File: src/rtl/core/isbk_pkg.sv
// Types and constants shared by the index sort modules.
package isbk_pkg;
	localparam int IDX_W   = 6;
	localparam int KEY_W   = 48;
	localparam int TDATA_W = 56;

	typedef struct packed {
		logic             valid;
		logic [KEY_W-1:0] key;
		logic [IDX_W-1:0] idx;
	} entry_t;

	typedef struct packed {
		logic load;
		logic shift;
	} cell_ctl_t;
endpackage

File: src/rtl/core/isbk_cell.sv
// One insertion cell: holds one entry, inserts in key order, shifts toward the head on drain.
module isbk_cell import isbk_pkg::*; (
	input  logic      clk,
	input  logic      arst_n,
	input  cell_ctl_t ctl,
	input  entry_t    new_entry,
	input  entry_t    prev_entry,
	input  logic      prev_gt,
	input  entry_t    next_entry,
	output entry_t    entry,
	output logic      gt
);
	logic             valid_q;
	logic [KEY_W-1:0] key_q;
	logic [IDX_W-1:0] idx_q;

	assign entry = '{valid: valid_q, key: key_q, idx: idx_q};
	// Empty cells count as larger than any key; equal keys stay ahead.
	assign gt    = !valid_q || (key_q > new_entry.key);

	always_ff @(posedge clk or negedge arst_n) begin
		if (!arst_n) begin
			valid_q <= 1'b0;
		end else if (ctl.load) begin
			if (prev_gt) begin
				valid_q <= prev_entry.valid;
			end else if (gt) begin
				valid_q <= 1'b1;
			end
		end else if (ctl.shift) begin
			valid_q <= next_entry.valid;
		end
	end

	always_ff @(posedge clk) begin
		if (ctl.load) begin
			if (prev_gt) begin
				key_q <= prev_entry.key;
				idx_q <= prev_entry.idx;
			end else if (gt) begin
				key_q <= new_entry.key;
				idx_q <= new_entry.idx;
			end
		end else if (ctl.shift) begin
			key_q <= next_entry.key;
			idx_q <= next_entry.idx;
		end
	end
endmodule

File: config.mk
export PLATFORM = sky130hd
export DESIGN_NAME = isbk_cell
export DESIGN_NICKNAME = d
export VERILOG_FILES = /design/src/rtl/core/isbk_pkg.sv /design/src/rtl/core/isbk_cell.sv
export SDC_FILE = /design/constraint.sdc
export NUM_CORES = 1
export LEC_CHECK = 0
export ABC_AREA = 0
export BUFFER_PORTS_ARGS = -buffer_cell sky130_fd_sc_hd__buf_2
export CAP_MARGIN = 15
export CORE_UTILIZATION = 46
export CTS_BUF_LIST = sky130_fd_sc_hd__clkbuf_8
export DETAILED_ROUTE_END_ITERATION = 10
export PLACE_DENSITY = 0.95
export SLEW_MARGIN = 20
export SYNTH_ARGS = -nofsm -noshare
export SYNTH_HDL_FRONTEND = slang
export SYNTH_SLANG_ARGS = --single-unit
File: constraint.sdc
create_clock -name clk -period 6.3 [get_ports clk]
set_clock_uncertainty 0.15 [all_clocks]
set_input_delay 1.26 -clock clk [delete_from_list [all_inputs] [get_ports clk]]
set_output_delay 1.26 -clock clk [all_outputs]
set_load 0.1 [all_outputs]
==> results.md <==
* Core Region at 0.00834 mm^2
* Ranking of synthesized cells by area: edfxtp_1 (40%), ha_1 (15%), mux2i_1 (13%)
* Die area at 0.00913 mm^2
* Syn nets at 637
* FF+latch count, synth at 55
* DRC at 0
* Post-DR vias/cell at 5.33
* P&R area growth vs syn at 31.7%
* Setup bufs post-CTS at 0
* Max-slew headroom at 32.4%
* Worst EP required at 4890 ps
* Final Wtd Congestion at 0.826
* Initial Util at 48.3%
* Setup violators final at 0
* CP Launch Type: primary input
* Gr usage total at 23.7%
* Max Cap Viol at 0
* Clock buffer depth at 2
* Worst-Skew Late Latency at 300 ps
* Post-cts gate resize count at 0
* Setup slack after layout at 1550 ps
* Yosys warnings at 0
* Clk slew on worst S/H paths at 100 ps
* Vias in the first global route at 3999
* Hold path cells at 2
* First drt pass iteration count at 4
* Average cell area after synthesis at 9.61 um^2
* Post-Synthesis Cells at 419
* Leading cell type in the layout, fill and taps excluded: buf_2
* First-pass GRT wire length at 16800 um
* Share of layout cells above drive strength 1 at 37.8%
* Seq/Total Area, Yosys at 40.9%
* Top library cells by usage in the layout, fill and taps aside: buf_2 (222), a21oi_1 (76), nor2_1 (59), mux2i_1 (54), edfxtp_1 (54)
* Initial antenna violation count at 0
* Count of different cell masters after synthesis at 30
* Reg2Reg Setup Slack at 2800 ps
* Reg-to-Reg Start: key_q[47]$_DFFE_PP_
* H-tree Lvls at 2
* Grt total ovfl at 0
* Post-CTS Hold Buffers at 0
* Clock root cell: clkbuf_8
* Synth top area share at 40.3%
* Smallest hold slack at 552 ps
* Die Ht at 95.6 um
* CP endpoint kind: output port
* Post-placement cell count at 730
* Min-Delay Path Class: flop to flop
* Cells on worst reg2reg path at 6
* Row Count at 33
* Worst-margin pin slew at 1010 ps
* Number of routed nets with antenna violations at 0
* CTS buffer count at 5
* Fin crit share at 75.5%
* Hold Vio Cnt, Final at 0
* Critical path arrival at 3340 ps
* Final Max Slew Viols at 0
* Fin nets at 850
* Routed len/inst at 14.9 um
* CTS tree: built
* Status: completed
* Vias at 3933
* Crit path max fanout at 3
* Crit Path Category: primary input to output port
* Leak pwr at 2.75 nW
* Worst vdd ir at 0.138 mV
* DP Worst Slack at 1520 ps
* PortBufs at 224
* Setup TNS at 0 ps
* Hold path endpoint: valid_q$_DFFE_PN0P_
* Period minus WS final at 4750 ps
* CTS sink cnt at 55
* Die X-Extent at 95.6 um
* Final wirelength at 11000 um
* Num ports at 226
* Reg2reg end: key_q[28]$_DFFE_PP_
* HP Start: valid_q$_DFFE_PN0P_
* F_max at 210 MHz
* RSZ-0062 raised after global routing: false
* Iter 0 DRT Violations at 91
* Most area-hungry cell type in the Yosys netlist: edfxtp_1
* Post-Layout Cell Count at 738
* Cell area after synthesis at 0.00403 mm^2
* Inserted Diodes at 0
* Final Power at 1.23 mW
* HPWL after DPL at 8780 um
* Cell Pwr Density at 232 mW/mm^2
* Largest net degree at the start of global routing at 113
==> per-layer routing <==
metal	up-vias	global-route usage (%)	part of all wire, %
met2	174	46.5	54
met4	0	9.45	2.2
met5	-	0	0
li1	1930	-	-
met1	1799	24.2	38
met3	30	4.78	5.9
==> synthesized netlist by cell type, drive strengths merged <==
library cell	number
or2	1
or4	1
inv	49
nor2	59
edfxtp	54
ha	48
a21o	2
a211oi	2
a221oi	2
o211ai	1
a31oi	1
mux2i	54
a22oi	1
nor4	2
nand2	13
nand3	6
nor2b	1
nor3	3
o21ai	9
dfrtp	1
mux2	1
o22a	1
nand4	12
a21oi	76
clkbuf	8
buf	11
==> power breakdown <==
group,total [mW],internal [mW],switching (mW)
logic,0.571,0.142,0.428
registers,0.472,0.452,0.0202
clock network,0.188,0.0748,0.113
==> worst max path at each step <==
stage | start | endpoint | slack (ps) | cells past startpoint
CTS | new_entry[52] | gt | 1510 | 10
global placement | new_entry[49] | gt | 1550 | 10
global route | new_entry[52] | gt | 1380 | 10
floorplan | new_entry[52] | idx_q[0]$_DFFE_PP_ | 380 | 6
finish | new_entry[53] | gt | 1550 | 10
detailed placement | new_entry[52] | gt | 1520 | 10
==> cell families (layout without fill, tap and decap cells) <==
kind of cell	after synthesis	in the layout	share of synthesized area (%)
flops	55	55	40.9
buf+inv	68	282	6.62
mux	55	55	13.7
simple gates	98	98	11.1
compound gates	95	95	12.7
fa+ha+maj	48	48	14.9
==> flip-flops by register name (all words and copies together), names as in the netlist <==
| register | count |
|---|---|
| key_q | 48 |
| idx_q | 6 |
| valid_q | 1 |
==> cell type report <==
| cell class | instances | area [um^2] |
|---|---|---|
| fillers | 676 | 3040 |
| clock buffers | 5 | 68.8 |
| flip-flops and latches | 55 | 1650 |
| clock inverters | 3 | 11.3 |
| repair buffers | 225 | 1130 |
| inverters | 49 | 184 |
| well taps | 105 | 131 |
| multi-input cells | 296 | 2130 |
==> critical path, cell delays in order <==
cell,delay [ps]
buf_2,90
inv_1,40
ha_1,320
nand4_1,160
nor4_1,600
nand2_1,110
nor2_1,130
a22oi_2,90
nand3_1,100
buf_2,440
==> metrics by stage <==
stage	util, %	area (um^2)
2_1_floorplan	-	4030
3_3_place_gp	62.6	5220
3_5_place_dp	62.6	5220
4_1_cts	63.6	5300
5_1_grt	63.6	5300
6_report	63.6	5300
Note: power is estimated with default switching activity, not from simulation.
